[src/sv/sorted_list_insert_delete_top_assert.svh]
// ---------------------------------------------------------------------------
// Sorted list assertion macros
// Concurrent assertion wrappers for the sorted list block; define
// NO_ASSERTIONS to compile them out.
// ---------------------------------------------------------------------------
`ifndef SORTED_LIST_INSERT_DELETE_TOP_ASSERT_SVH
`define SORTED_LIST_INSERT_DELETE_TOP_ASSERT_SVH

`ifndef NO_ASSERTIONS
`define SLI_ASSERT_SAME(lbl, ante, cons, msg) \
  lbl: assert property (@(posedge clk) disable iff (!rst_n) (ante) |-> (cons)) \
    else $error(msg);
`define SLI_ASSERT_NEXT(lbl, ante, cons, msg) \
  lbl: assert property (@(posedge clk) disable iff (!rst_n) (ante) |=> (cons)) \
    else $error(msg);
`else
`define SLI_ASSERT_SAME(lbl, ante, cons, msg)
`define SLI_ASSERT_NEXT(lbl, ante, cons, msg)
`endif

`endif

[src/sv/sli_pkg.sv]
// ---------------------------------------------------------------------------
// Sorted list package
// Payload types, status codes and cell control for the sorted list block.
// ---------------------------------------------------------------------------
package sli_pkg;

  localparam int SLI_CAPACITY = 16;

  typedef enum logic [1:0] {
    ST_INSERTED  = 2'd0,
    ST_DELETED   = 2'd1,
    ST_NOT_FOUND = 2'd2,
    ST_FULL      = 2'd3
  } status_t;

  typedef enum logic {
    CMD_INSERT = 1'b0,
    CMD_DELETE = 1'b1
  } cmd_t;

  typedef struct packed {
    logic              cmd;
    logic signed [7:0] value;
  } sli_in_t;

  typedef struct packed {
    logic [1:0] status;
    logic [4:0] count;
  } sli_out_t;

  // Broadcast from the controller to every cell
  typedef struct packed {
    logic              eval;
    logic              do_ins;
    logic              do_del;
    logic signed [7:0] value;
  } cell_ctl_t;

endpackage

[src/sv/sli_cell.sv]
// ---------------------------------------------------------------------------
// Sorted list cell
// One list slot: compares the broadcast value with its entry, then either
// holds, takes the new value, or takes a neighbor's entry.
// ---------------------------------------------------------------------------
module sli_cell import sli_pkg::*; (
  input  logic              clk,
  input  logic              rst_n,
  input  cell_ctl_t         ctl,
  input  logic              occ,
  input  logic signed [7:0] left_val,
  input  logic              left_at,
  input  logic signed [7:0] right_val,
  output logic signed [7:0] val,
  output logic              ins_at,
  output logic              eq
);

  logic signed [7:0] val_r;
  logic              ge_r;
  logic              occ_r;
  logic              eq_r;
  logic              flag_vld_r;

  // Sorted order makes "value <= entry" monotone, so no prefix chain is needed
  always_ff @(posedge clk) begin
    if (ctl.eval) begin
      ge_r  <= ctl.value <= val_r;
      occ_r <= occ;
      eq_r  <= occ && (val_r == ctl.value);
    end
    if (ctl.do_ins && ins_at) begin
      val_r <= left_at ? left_val : ctl.value;
    end else if (ctl.do_del && occ_r && ge_r) begin
      val_r <= right_val;
    end
  end

  // Flags are meaningless until the first compare
  always_ff @(posedge clk) begin
    if (!rst_n) begin
      flag_vld_r <= 1'b0;
    end else if (ctl.eval) begin
      flag_vld_r <= 1'b1;
    end
  end

  assign val    = val_r;
  assign ins_at = flag_vld_r && (!occ_r || ge_r);
  assign eq     = flag_vld_r && eq_r;

endmodule

[src/sv/sorted_list_insert_delete_top.sv]
// ---------------------------------------------------------------------------
// Sorted list insert/delete
// Bounded ascending list of signed 8-bit values held in a chain of cells.
//
//   channel  direction  payload     handshake
//   in_      input      sli_in_t    in_valid / in_stall
//   out_     output     sli_out_t   out_valid / out_stall
//
// An item is handled in order: accept, compare in every cell, shift the chain.
// The shift cycle waits while the output register holds an untaken result.
// Reset clears the state, fill count and output valid; cell contents stay undefined until used.
// in_stall is high from acceptance until the item's result is loaded.
// ---------------------------------------------------------------------------
`include "sorted_list_insert_delete_top_assert.svh"

module sorted_list_insert_delete_top import sli_pkg::*; #(
  parameter int CAPACITY = SLI_CAPACITY
) (
  input  logic     clk,
  input  logic     rst_n,
  input  logic     in_valid,
  output logic     in_stall,
  input  sli_in_t  in_data,
  output logic     out_valid,
  input  logic     out_stall,
  output sli_out_t out_data
);

  localparam int CNT_W = $clog2(CAPACITY + 1);

  typedef enum logic [1:0] {S_IDLE, S_EVAL, S_APPLY} state_t;

  state_t            state_r;
  logic              cmd_r;
  logic signed [7:0] value_r;
  logic [CNT_W-1:0]  count_r;
  logic              out_valid_r;
  sli_out_t          out_data_r;

  logic signed [7:0] cell_val [CAPACITY];
  logic [CAPACITY-1:0] cell_at;
  logic [CAPACITY-1:0] cell_eq;
  logic [CAPACITY-1:0] occ;

  cell_ctl_t        ctl;
  logic             in_fire;
  logic             apply_go;
  logic             found;
  logic             full;
  status_t          status;
  logic [CNT_W-1:0] count_nxt;
  logic [CNT_W+4:0] count_ext;

  assign in_fire  = in_valid && !in_stall;
  assign in_stall = (state_r != S_IDLE);
  assign apply_go = (state_r == S_APPLY) && (!out_valid_r || !out_stall);
  assign found    = |cell_eq;
  assign full     = (count_r >= CNT_W'(CAPACITY));

  always_comb begin
    status    = ST_INSERTED;
    count_nxt = count_r;
    unique case (cmd_r)
      CMD_INSERT: begin
        if (full) begin
          status = ST_FULL;
        end else begin
          status    = ST_INSERTED;
          count_nxt = count_r + CNT_W'(1);
        end
      end
      CMD_DELETE: begin
        if (found) begin
          status    = ST_DELETED;
          count_nxt = count_r - CNT_W'(1);
        end else begin
          status = ST_NOT_FOUND;
        end
      end
      default: status = ST_NOT_FOUND;
    endcase
  end

  assign count_ext = {5'b0, count_nxt};

  assign ctl.eval   = (state_r == S_EVAL);
  assign ctl.do_ins = apply_go && (cmd_r == CMD_INSERT) && !full;
  assign ctl.do_del = apply_go && (cmd_r == CMD_DELETE) && found;
  assign ctl.value  = value_r;

  genvar gi;
  generate
    for (gi = 0; gi < CAPACITY; gi++) begin : g_cell
      logic signed [7:0] left_v;
      logic signed [7:0] right_v;
      logic              left_a;

      assign occ[gi] = CNT_W'(gi) < count_r;

      if (gi == 0) begin : g_first
        assign left_v = cell_val[gi];
        assign left_a = 1'b0;
      end else begin : g_mid
        assign left_v = cell_val[gi-1];
        assign left_a = cell_at[gi-1];
      end

      if (gi == CAPACITY - 1) begin : g_last
        assign right_v = cell_val[gi];
      end else begin : g_body
        assign right_v = cell_val[gi+1];
      end

      sli_cell u_cell (
        .clk       (clk),
        .rst_n     (rst_n),
        .ctl       (ctl),
        .occ       (occ[gi]),
        .left_val  (left_v),
        .left_at   (left_a),
        .right_val (right_v),
        .val       (cell_val[gi]),
        .ins_at    (cell_at[gi]),
        .eq        (cell_eq[gi])
      );
    end
  endgenerate

  // Operation registers carry payload only
  always_ff @(posedge clk) begin
    if (in_fire) begin
      cmd_r   <= in_data.cmd;
      value_r <= in_data.value;
    end
  end

  always_ff @(posedge clk) begin
    if (!rst_n) begin
      state_r     <= S_IDLE;
      count_r     <= '0;
      out_valid_r <= 1'b0;
    end else begin
      // load a new result, or drop the one just taken
      if (apply_go) begin
        out_valid_r <= 1'b1;
      end else if (!out_stall) begin
        out_valid_r <= 1'b0;
      end
      unique case (state_r)
        S_IDLE: begin
          if (in_fire) begin
            state_r <= S_EVAL;
          end
        end
        S_EVAL: state_r <= S_APPLY;
        S_APPLY: begin
          if (apply_go) begin
            count_r    <= count_nxt;
            out_data_r <= '{status: status, count: count_ext[4:0]};
            state_r    <= S_IDLE;
          end
        end
        default: state_r <= S_IDLE;
      endcase
    end
  end

  assign out_valid = out_valid_r;
  assign out_data  = out_data_r;

  `SLI_ASSERT_SAME(a_count_bound, 1'b1, count_r <= CNT_W'(CAPACITY), "count above capacity")
  `SLI_ASSERT_NEXT(a_accept_eval, in_fire, state_r == S_EVAL, "accepted item skipped compare")
  `SLI_ASSERT_NEXT(a_full_holds, apply_go && status == ST_FULL, count_r == $past(count_r), "full insert changed count")
  `SLI_ASSERT_NEXT(a_load_valid, apply_go, out_valid_r, "result not presented")

endmodule

[config.mk]
export PLATFORM = sky130hd
export DESIGN_NAME = sorted_list_insert_delete_top
export DESIGN_NICKNAME = d
export VERILOG_FILES = /design/src/sv/sli_pkg.sv /design/src/sv/sli_cell.sv /design/src/sv/sorted_list_insert_delete_top.sv
export VERILOG_INCLUDE_DIRS = /design/src /design/src/sv
export SDC_FILE = /design/constraint.sdc
export NUM_CORES = 1
export LEC_CHECK = 0
export BUFFER_PORTS_ARGS = -buffer_cell sky130_fd_sc_hd__buf_4
export CAP_MARGIN = 20
export CORE_MARGIN = 1.5
export CORE_UTILIZATION = 70
export CTS_BUF_LIST = sky130_fd_sc_hd__clkbuf_8
export DETAILED_ROUTE_END_ITERATION = 7
export PLACE_DENSITY = 0.87
export SETUP_SLACK_MARGIN = 0.05
export SLEW_MARGIN = 15
export SYNTH_ARGS = -nofsm -noshare
export SYNTH_HDL_FRONTEND = slang
export SYNTH_HIERARCHICAL = 1
export SYNTH_SLANG_ARGS = --single-unit
[constraint.sdc]
create_clock -name clk -period 14 [get_ports clk]
set_clock_uncertainty 0.15 [all_clocks]
set_input_delay 0.7 -clock clk [delete_from_list [all_inputs] [get_ports clk]]
set_output_delay 0.7 -clock clk [all_outputs]
set_load 0.02 [all_outputs]
==> results.md, run 1 <==
- Crit Path Class: reg2reg
- Total Power: 1420 uW
- Gr usage total: 31.5%
- Hold Buf Count CTS: 0
- Fmax: 0.382 GHz
- Clk sinks: 216
- Post-Place Worst Slack: around 11 ns
- YS warnings: 6
- Leakage: 0.00626 uW
- Syn Inst Count: 1236
- Vias per inst: 6.23
- DIE AREA: 0.0214 sq mm
- Fillers: 1286
- Site row count: 52
- Antenna violations before repair: 0
- Worst-Margin Slew: 0.882 ns
- Final setup margin: around 11 ns
- Core area: 0.0202 sq mm
- Critical Path RT: about 14 ns
- Largest net degree at the start of global routing: between 60 and 70
- Hold Path Depth: 1
- Critical path capture point type: register
- Worst flop-to-flop path startpoint: value_r[5]
- Global-route wire length before repair: 53200 um
- H-tree Lvls: 2
- Fin util: 76.4%
- Drt drc: 0
- WP data arrival: 2.77 ns
- Status: complete, no violations
- Global route overflow: 0
- Total negative slack: 0 ns
- Clock buffer depth: 3
- DRT Pass-1 Iters: 5
- Reg clk slew, reported paths: 0.06 ns
- Synth Net Count: ~1400
- CTS tree: built
- Cell area after placement: around 0.015 sq mm
- RSZ-0062 raised after global routing: false
- Max Cap Viol: 0
- PortBufs: 21
- Share of cells above drive strength 1: 26.7%
- Syn Area/Cell: 11.6 sq um
- FF-to-FF End: g_cell[3].u_cell/ge_r
- Tcrit/Tclk final: between 10% and 20%
- Reg2Reg Setup Slack: 11.38 ns
- Fin area: 0.0154 sq mm
- Tmin final: between 2 and 3 ns
- Avg WL per Cell: 20.9 um
- Final setup viols: 0
- PostCTS Resize Cnt: 0
- Hold path endpoint: value_r[1]
- Layout Nets: 1428
- Initial core utilization: 71.3%
- Antenna Cells: 0
- DRT antenna net count: 0
- Hold Path Class: in2reg
- DR iter-0 viols: between 500 and 600
- Setup bufs post-CTS: 0
- Peak VDD IR: ~0.078 mV
- Cell area after synthesis: 0.0144 sq mm
- Vias in the first global route: 10500
- Horiz. Die Dim: approximately 150 um
- PwrDens: between 90 and 100 mW/mm^2
- Vias: 9856
- Root Driver: clkbuf_8
- TritonCTS buffer count: 37
- Routability cong.: 0.884
- P&R area growth vs syn: 7.26%
- Die height: 146 um
- Clock Latency Late Sink: 0.53 ns
- Maximum fanout along the worst path: 19
- IO Count: 22
- Crit path launch type: register
- Hpwl dp: 23100 um
- Slew Limit Fails: 0
- Worst rel slew slack: 41.2%
- Drt total wl: 33000 um
- HP Start: in_data[1]
- Reg2reg path depth: 5
- Final Hold Viols: 0
-- registers in the layout, summed over array words and instances (netlist names), 5 cells and up --
register / cells
g_cell.u_cell/occ_r: 16
g_cell.u_cell/ge_r: 16
value_r: 8
out_data: 7
g_cell.u_cell/val: 128
g_cell.u_cell/flag_vld_r: 16
count_r: 5
g_cell.u_cell/eq_r: 16
-- cells in the final DEF, fill, tap and decap left out, types with 4 or more instances in the layout --
cell and n:
a211oi_1 16, a21oi_1 39, and2_1 18, buf_4 32
clkbuf_8 40, clkinv_1 6, dfxtp_1 24, edfxtp_1 192
ha_1 131, inv_1 199, mux2_2 240, mux2i_1 4
nand2_1 77, nand2b_1 38, nand3_1 18, nand4_1 17
nor2_1 41, nor2b_1 19, nor3_2 4, nor4_4 4
o211ai_1 16, o211ai_4 16, o21a_1 31, o21ai_0 20
o311ai_1 17, or3_1 16
-- layout make-up --
type / count / area, sq um / share of cell area, %
multi-input combinational: 813 / 7240 / 47.0
sequential: 216 / 6250 / 40.5
inverter: 184 / 691 / 4.48
clock buffer: 40 / 551 / 3.57
tap: 270 / 338 / 2.19
timing repair buffer: 32 / 240 / 1.56
clock inverter: 28 / 113 / 0.730
-- metrics by stage --
step,std cells,hold slack (ns)
final,1583,0.197
after global routing,1583,0.185
after CTS,1583,0.182
after detailed placement,1515,0.385
after global placement,1515,0.368
after floorplan,1236,0.361
-- per-layer routing --
metal,global-route usage (%),up-vias,wire (um)
met1,39.5,4819,13400
met5,0,-,0
li1,-,4600,-
met2,55.7,339,16700
met4,12.2,0,1010
met3,3.91,98,1880
-- report_power, final --
group          internal, uW  leakage, uW  switching (uW)
clock                   263     0.000405             256
combinational          74.8      0.00390            97.1
sequential              715      0.00196            18.1
total                  1050      0.00626             371
-- critical path, stage by stage, from the launching register on --
cell and delay [ns]:
edfxtp_1 0.77, buf_4 0.42, ha_1 0.32, a21oi_1 0.23
nor2b_1 0.09, o311ai_1 0.39
-- worst max path at each step --
| stage | start | end | slack [ns] |
|---|---|---|---|
| after floorplan | out_stall | g_cell[0].u_cell/val[0] | 8.70 |
| after global placement | out_stall | g_cell[0].u_cell/val[3] | 11.37 |
| after detailed placement | out_stall | g_cell[6].u_cell/val[3] | 11.33 |
| after CTS | g_cell[10].u_cell/flag_vld_r | g_cell[5].u_cell/val[6] | 11.39 |
| after global routing | g_cell[10].u_cell/flag_vld_r | g_cell[5].u_cell/val[6] | 11.24 |
| final | value_r[5] | g_cell[3].u_cell/ge_r | 11.38 |
(Power assumes the default switching activity.)
==> inputs of run 2 (changes only) <==
--- a/config.mk
+++ b/config.mk
@@ -9,10 +9,10 @@
 export BUFFER_PORTS_ARGS = -buffer_cell sky130_fd_sc_hd__buf_4
 export CAP_MARGIN = 20
 export CORE_MARGIN = 1.5
-export CORE_UTILIZATION = 70
+export CORE_UTILIZATION = 66
 export CTS_BUF_LIST = sky130_fd_sc_hd__clkbuf_8
 export DETAILED_ROUTE_END_ITERATION = 7
-export PLACE_DENSITY = 0.87
+export PLACE_DENSITY = 0.83
 export SETUP_SLACK_MARGIN = 0.05
 export SLEW_MARGIN = 15
 export SYNTH_ARGS = -nofsm -noshare
==> constraint.sdc (replaced) <==
create_clock -name clk -period 2.64 [get_ports clk]
set_clock_uncertainty 0.15 [all_clocks]
set_input_delay 0.132 -clock clk [delete_from_list [all_inputs] [get_ports clk]]
set_output_delay 0.132 -clock clk [all_outputs]
set_load 0.02 [all_outputs]
==> run 2 against run 1 <==
Effect of this change: global-route usage shrank 0.71 points; fmax grew 12%; largest power group unchanged; sequential power grew to 5.3 times the previous value; cell count increased by 2.8%; register-to-register slack got worse by 11 ns; routed wire length up 1.6%; critical path type unchanged.
==> results.md, run 2 (synthesis gave the netlist of run 1 again) <==
- DRT Pass-1 Iters: 5 (unchanged)
- Horiz. Die Dim: 151 um (+2.9%)
- Status: complete, no violations
- Antenna violations before repair: 0 (unchanged)
- Commonest non-fill, non-tap cells in the layout: 240 x mux2_2, 193 x inv_1, 192 x edfxtp_1
- Worst-Margin Slew: 0.879 ns (-0.00266 ns)
- Global route overflow: 0 (unchanged)
- Commonest non-fill, non-tap cell in the layout: mux2_2
- Avg WL per Cell: 20.6 um (-1.1%)
- Drt total wl: 33600 um (+1.6%)
- Final Hold Viols: 0 (unchanged)
- Clock buffer depth: 3 (unchanged)
- Root Driver: clkbuf_8
- Critical path capture point type: register
- Max FFs per register: 128 (unchanged)
- CTS tree: built
- Vias per inst: 6.08 (-2.3%)
- Global-route wire length before repair: 53300 um (+0.17%)
- Leakage: 0.00642 uW (+2.6%)
- Peak VDD IR: 0.385 mV (+390%)
- Hold Path Class: in2reg
- Share of cells above drive strength 1: 29.4% (+2.7 points)
- Routability cong.: 0.923 (+4.3%)
- Max Cap Viol: 0 (unchanged)
- IO Count: 22 (unchanged)
- HP Start: in_data[4]
- Hpwl dp: 23200 um (+0.63%)
- Tmin final: 2.33 ns (-0.291 ns)
- Slew Limit Fails: 0 (unchanged)
- Clk sinks: 216 (unchanged)
- Fmax: 0.429 GHz (+12%)
- Antenna Cells: 0 (unchanged)
- Clock Latency Late Sink: 0.53 ns (about the same)
- Maximum fanout along the worst path: 9 (-10)
- Reg clk slew, reported paths: 0.06 ns (about the same)
- DR iter-0 viols: 781 (+41%)
- Worst flop-to-flop path startpoint: g_cell[15].u_cell/flag_vld_r
- Final setup viols: 0 (unchanged)
- Largest net degree at the start of global routing: 34 (-48%)
- Setup crit start: g_cell[15].u_cell/flag_vld_r
- H-tree Lvls: 2 (unchanged)
- Footprint of the multi-input gates: 0.00736 sq mm (+1.6%)
- Core area: 0.0212 sq mm (+5.2%)
- DRT antenna net count: 0 (unchanged)
- Vias in the first global route: 10200 (-2.3%)
- RSZ-0062 raised after global routing: false
- Crit Path Class: reg2reg
- Total Power: 7580 uW (+430%)
- Gr usage total: 30.8% (-0.71 points)
- Die height: 151 um (+2.9%)
- Reg area: 0.00625 sq mm (about the same)
- P&R area growth vs syn: 10.7%
- PortBufs: 21 (unchanged)
- TritonCTS buffer count: 37 (unchanged)
- Worst rel slew slack: 41.2% (about the same)
- Fillers: 1382 (+7.5%)
- Tcrit/Tclk final: 88.2% (+70 points)
- Crit path launch type: register
- Layout Nets: 1468 (+2.8%)
- PwrDens: 476 mW/mm^2 (+420%)
- Vias: 9894 (+0.39%)
- Total negative slack: 0 ns (unchanged)
- Fin area: 0.0159 sq mm (+3.2%)
- Site row count: 53 (+1.9%)
- DIE AREA: 0.0227 sq mm (+5.9%)
- Initial core utilization: 67.7% (-3.5 points)
- Cell area after placement: 0.0151 sq mm (+2.6%)
- WP data arrival: 2.40 ns (-0.37 ns)
- Drt drc: 0 (unchanged)
- Final Instance Count excl. Fillers: 1627 (+2.8%)
- DP Cell Count: 1547 (+2.1%)
- Critical Path RT: 2.71 ns (-11.44 ns)
[run 2: cell types whose count changed in the layout (fill, tap and decap cells not counted), moves of 3 or more]
cell	delta
clkinv_1	+5
buf_4	+22
buf_12	+5
clkbuf_8	-3
nand2_2	+8
nand2_4	+10
dlygate4sd3_1	+13
inv_1	-6
nand2_1	-18
[run 2: final timing paths]
check | endpoint | slack, ns | cells after the start
worst min-delay path | value_r[4] | 0.19 | 2
worst max-delay path | g_cell[3].u_cell/val[3] | 0.31 | 7
worst max register to register | g_cell[3].u_cell/val[3] | 0.31 | 7
worst min register to register | g_cell[13].u_cell/flag_vld_r | 0.44 | 2
[run 2: critical path, stage by stage (launching register included)]
cell	delay, ns
dfxtp_1	0.34
and2_1	0.21
nor4_4	0.05
and4_2	0.26
nor3_4	0.42
buf_4	0.28
nand3_1	0.10
nand2_2	0.19
[run 2: layer usage]
| metal | part of all wire [%] | up-vias | global-route usage, % |
|---|---|---|---|
| li1 | - | 4682 | - |
| met1 | 42 | 4813 | 39.0 |
| met2 | 51 | 312 | 54.5 |
| met3 | 5.0 | 87 | 4.09 |
| met4 | 2.6 | 0 | 10.0 |
| met5 | 0 | - | 0 |
[run 2: per-stage QoR]
stage	worst slack [ns]	hold WS [ns]	util [%]
after global placement	0.233	0.161	71.3
after CTS	0.114	0.148	75.0
after floorplan	-0.0607	0.0809	-
final	0.310	0.187	75.0
after global routing	0.214	0.173	75.0
after detailed placement	0.172	0.162	71.3
[run 2: final cells by class]
class	instances	area share, %
well taps	275	2.16
multi-input cells	813	46.2
inverters	184	4.34
flip-flops and latches	216	39.3
clock inverters	30	0.810
repair buffers	72	3.99
clock buffers	37	3.20
[run 2: report_power, final]
group          internal (uW)  switching [uW]
combinational            459             576
sequential              3790            64.6
clock                   1310            1370
total                   5570            2010
[run 2: what timing repair did]
| action | 4_1_cts | 5_1_grt |
|---|---|---|
| setup endpoints to repair | 0 | 72 |
| hold buffers | 13 | 0 |
| resized for setup | 0 | 1 |
| buffers inserted | 0 | 0 |
| endpoints found under the hold margin | 42 | 0 |
==> inputs of run 3 (changes only) <==
--- a/config.mk
+++ b/config.mk
@@ -6,7 +6,8 @@
 export SDC_FILE = /design/constraint.sdc
 export NUM_CORES = 1
 export LEC_CHECK = 0
-export BUFFER_PORTS_ARGS = -buffer_cell sky130_fd_sc_hd__buf_4
+export ABC_CLOCK_PERIOD_IN_PS = 2640
+export BUFFER_PORTS_ARGS = -buffer_cell sky130_fd_sc_hd__buf_2
 export CAP_MARGIN = 20
 export CORE_MARGIN = 1.5
 export CORE_UTILIZATION = 66
==> run 3 against run 2 <==
Effect of this change: sequential power barely moved; power rose by 2.6%; fmax is 1.8% lower; cell count up 0.12%; sequential share of layout area hardly changed; first-iteration DRC count down 5.2%; global-route usage is 0.48 points higher; register-to-register slack lost 0.04 ns.
==> results.md, run 3 (synthesis gave the netlist of run 1 again) <==
- Status: complete, no violations
- Post-Place Worst Slack: 0.149 ns (-0.0236 ns)
- Final Instance Count excl. Fillers: 1629 (+0.12%)
- Worst hold margin: 0.174 ns (-0.0138 ns)
- Commonest non-fill, non-tap cell in the layout: mux2_2
- Share of cells above drive strength 1: 29.8% (+0.40 points)
- Die height: 151 um (unchanged)
- Final setup margin: 0.267 ns (-0.0435 ns)
- Routability cong.: 0.916 (-0.74%)
- Critical Path RT: 2.70 ns (about the same)
- Drt drc: 0 (unchanged)
- Maximum fanout along the worst path: 9 (unchanged)
- Drt total wl: 34200 um (+1.9%)
- Site row count: 53 (unchanged)
- DRT Pass-1 Iters: 5 (unchanged)
- Leakage: 0.00646 uW (+0.64%)
- Total Power: 7770 uW (+2.6%)
- Crit path launch type: register
- Hpwl dp: 23700 um (+2.0%)
- Cell area after placement: 0.0151 sq mm (-0.41%)
- WP data arrival: 2.43 ns (+0.03 ns)
- Fin area: 0.0159 sq mm (about the same)
- Hold Path Class: in2reg
- Root Driver: clkbuf_8
- IO Count: 22 (unchanged)
- Antenna violations before repair: 0 (unchanged)
- Commonest non-fill, non-tap cells in the layout: 240 x mux2_2, 197 x inv_1, 192 x edfxtp_1
- Final Hold Viols: 0 (unchanged)
- DRT antenna net count: 0 (unchanged)
- H-tree Lvls: 2 (unchanged)
- CTS tree: built
- P&R area growth vs syn: 10.7% (about the same)
- Vias in the first global route: 10200 (-0.67%)
- Setup crit start: g_cell[15].u_cell/flag_vld_r
- Reg clk slew, reported paths: 0.06 ns (about the same)
- PortBufs: 21 (unchanged)
- DR iter-0 viols: 740 (-5.2%)
- Worst flop-to-flop path startpoint: g_cell[15].u_cell/flag_vld_r
- Final setup viols: 0 (unchanged)
- Setup bufs post-CTS: 0 (unchanged)
- Vias per inst: 6.10 (+0.36%)
- PwrDens: 488 mW/mm^2 (+2.5%)
- DP Cell Count: 1549 (+0.13%)
- Crit Path Class: reg2reg
- Max FFs per register: 128 (unchanged)
- DIE AREA: 0.0227 sq mm (unchanged)
- Gr usage total: 31.3% (+0.48 points)
- Global-route wire length before repair: 53700 um (+0.78%)
- Antenna Cells: 0 (unchanged)
- Clk sinks: 216 (unchanged)
- Worst-Margin Slew: 0.823 ns (-0.0563 ns)
- Initial core utilization: 67.7% (unchanged)
- HP Start: in_data[5]
- Vias: 9942 (+0.49%)
- Avg WL per Cell: 21.0 um (+1.8%)
- Max Cap Viol: 0 (unchanged)
- Layout Nets: 1470 (+0.14%)
- Horiz. Die Dim: 151 um (unchanged)
- Worst rel slew slack: 45.0% (+3.8 points)
- RSZ-0062 raised after global routing: false
- Slew Limit Fails: 0 (unchanged)
- Tcrit/Tclk final: 89.9% (+1.6 points)
- Fmax: 0.421 GHz (-1.8%)
- Clock Latency Late Sink: 0.54 ns (about the same)
- Clock buffer depth: 3 (unchanged)
- Critical path capture point type: register
- Peak VDD IR: 0.416 mV (+8.1%)
- TritonCTS buffer count: 37 (unchanged)
- Core area: 0.0212 sq mm (unchanged)
- Tmin final: 2.37 ns (+0.0435 ns)
- Largest net degree at the start of global routing: 35 (+2.9%)
- Global route overflow: 0 (unchanged)
-- run 3: repair_timing --
action | 4_1_cts | 5_1_grt
endpoints found under the setup margin | 0 | 52
hold endpoints to repair | 40 | 0
hold buffers | 13 | 0
resized for setup | 0 | 1
-- run 3: final cells by class --
type | instances | area, sq um
fill | 1390 | 5300
clock buffer | 45 | 619
clock inverter | 22 | 88.8
tap | 275 | 344
multi-input combinational | 813 | 7360
timing repair buffer | 74 | 573
inverter | 184 | 691
sequential | 216 | 6250
-- run 3: where the power goes --
part / internal [uW] / total, uW / switching, uW
logic: 449 / 1030 / 582
registers: 3790 / 3860 / 64.5
clock network: 1540 / 2890 / 1350
total: 5780 / 7770 / 2000
-- run 3: metal layers --
| layer | GRT usage [%] | part of all wire, % |
|---|---|---|
| met3 | 5.27 | 5.7 |
| met1 | 38.2 | 40 |
| met2 | 54.5 | 50 |
| met5 | 0 | 0 |
| met4 | 13.7 | 3.9 |
-- run 3: path summary, 6_finish.rpt --
check	endpoint	slack (ns)	cells after the start
setup / recovery	g_cell[3].u_cell/val[2]	0.27	7
hold / removal	value_r[5]	0.17	2
setup reg to reg	g_cell[3].u_cell/val[2]	0.27	7
hold reg to reg	g_cell[1].u_cell/flag_vld_r	0.44	2
-- run 3: critical path, stage by stage (launching register included) --
cell and delay (ns):
dfxtp_1 0.33, and2_1 0.20, nor4_4 0.06, and4_2 0.26, nor3_4 0.43, buf_4 0.29
nand3_1 0.11, nand2_2 0.20
-- run 3: metrics by stage --
step                      util, %  setup TNS (ns)
final                        75.0               0
after global routing         75.0               0
after CTS                    75.0               0
after detailed placement     71.0               0
after global placement       71.0               0
after floorplan                 -           -8.01
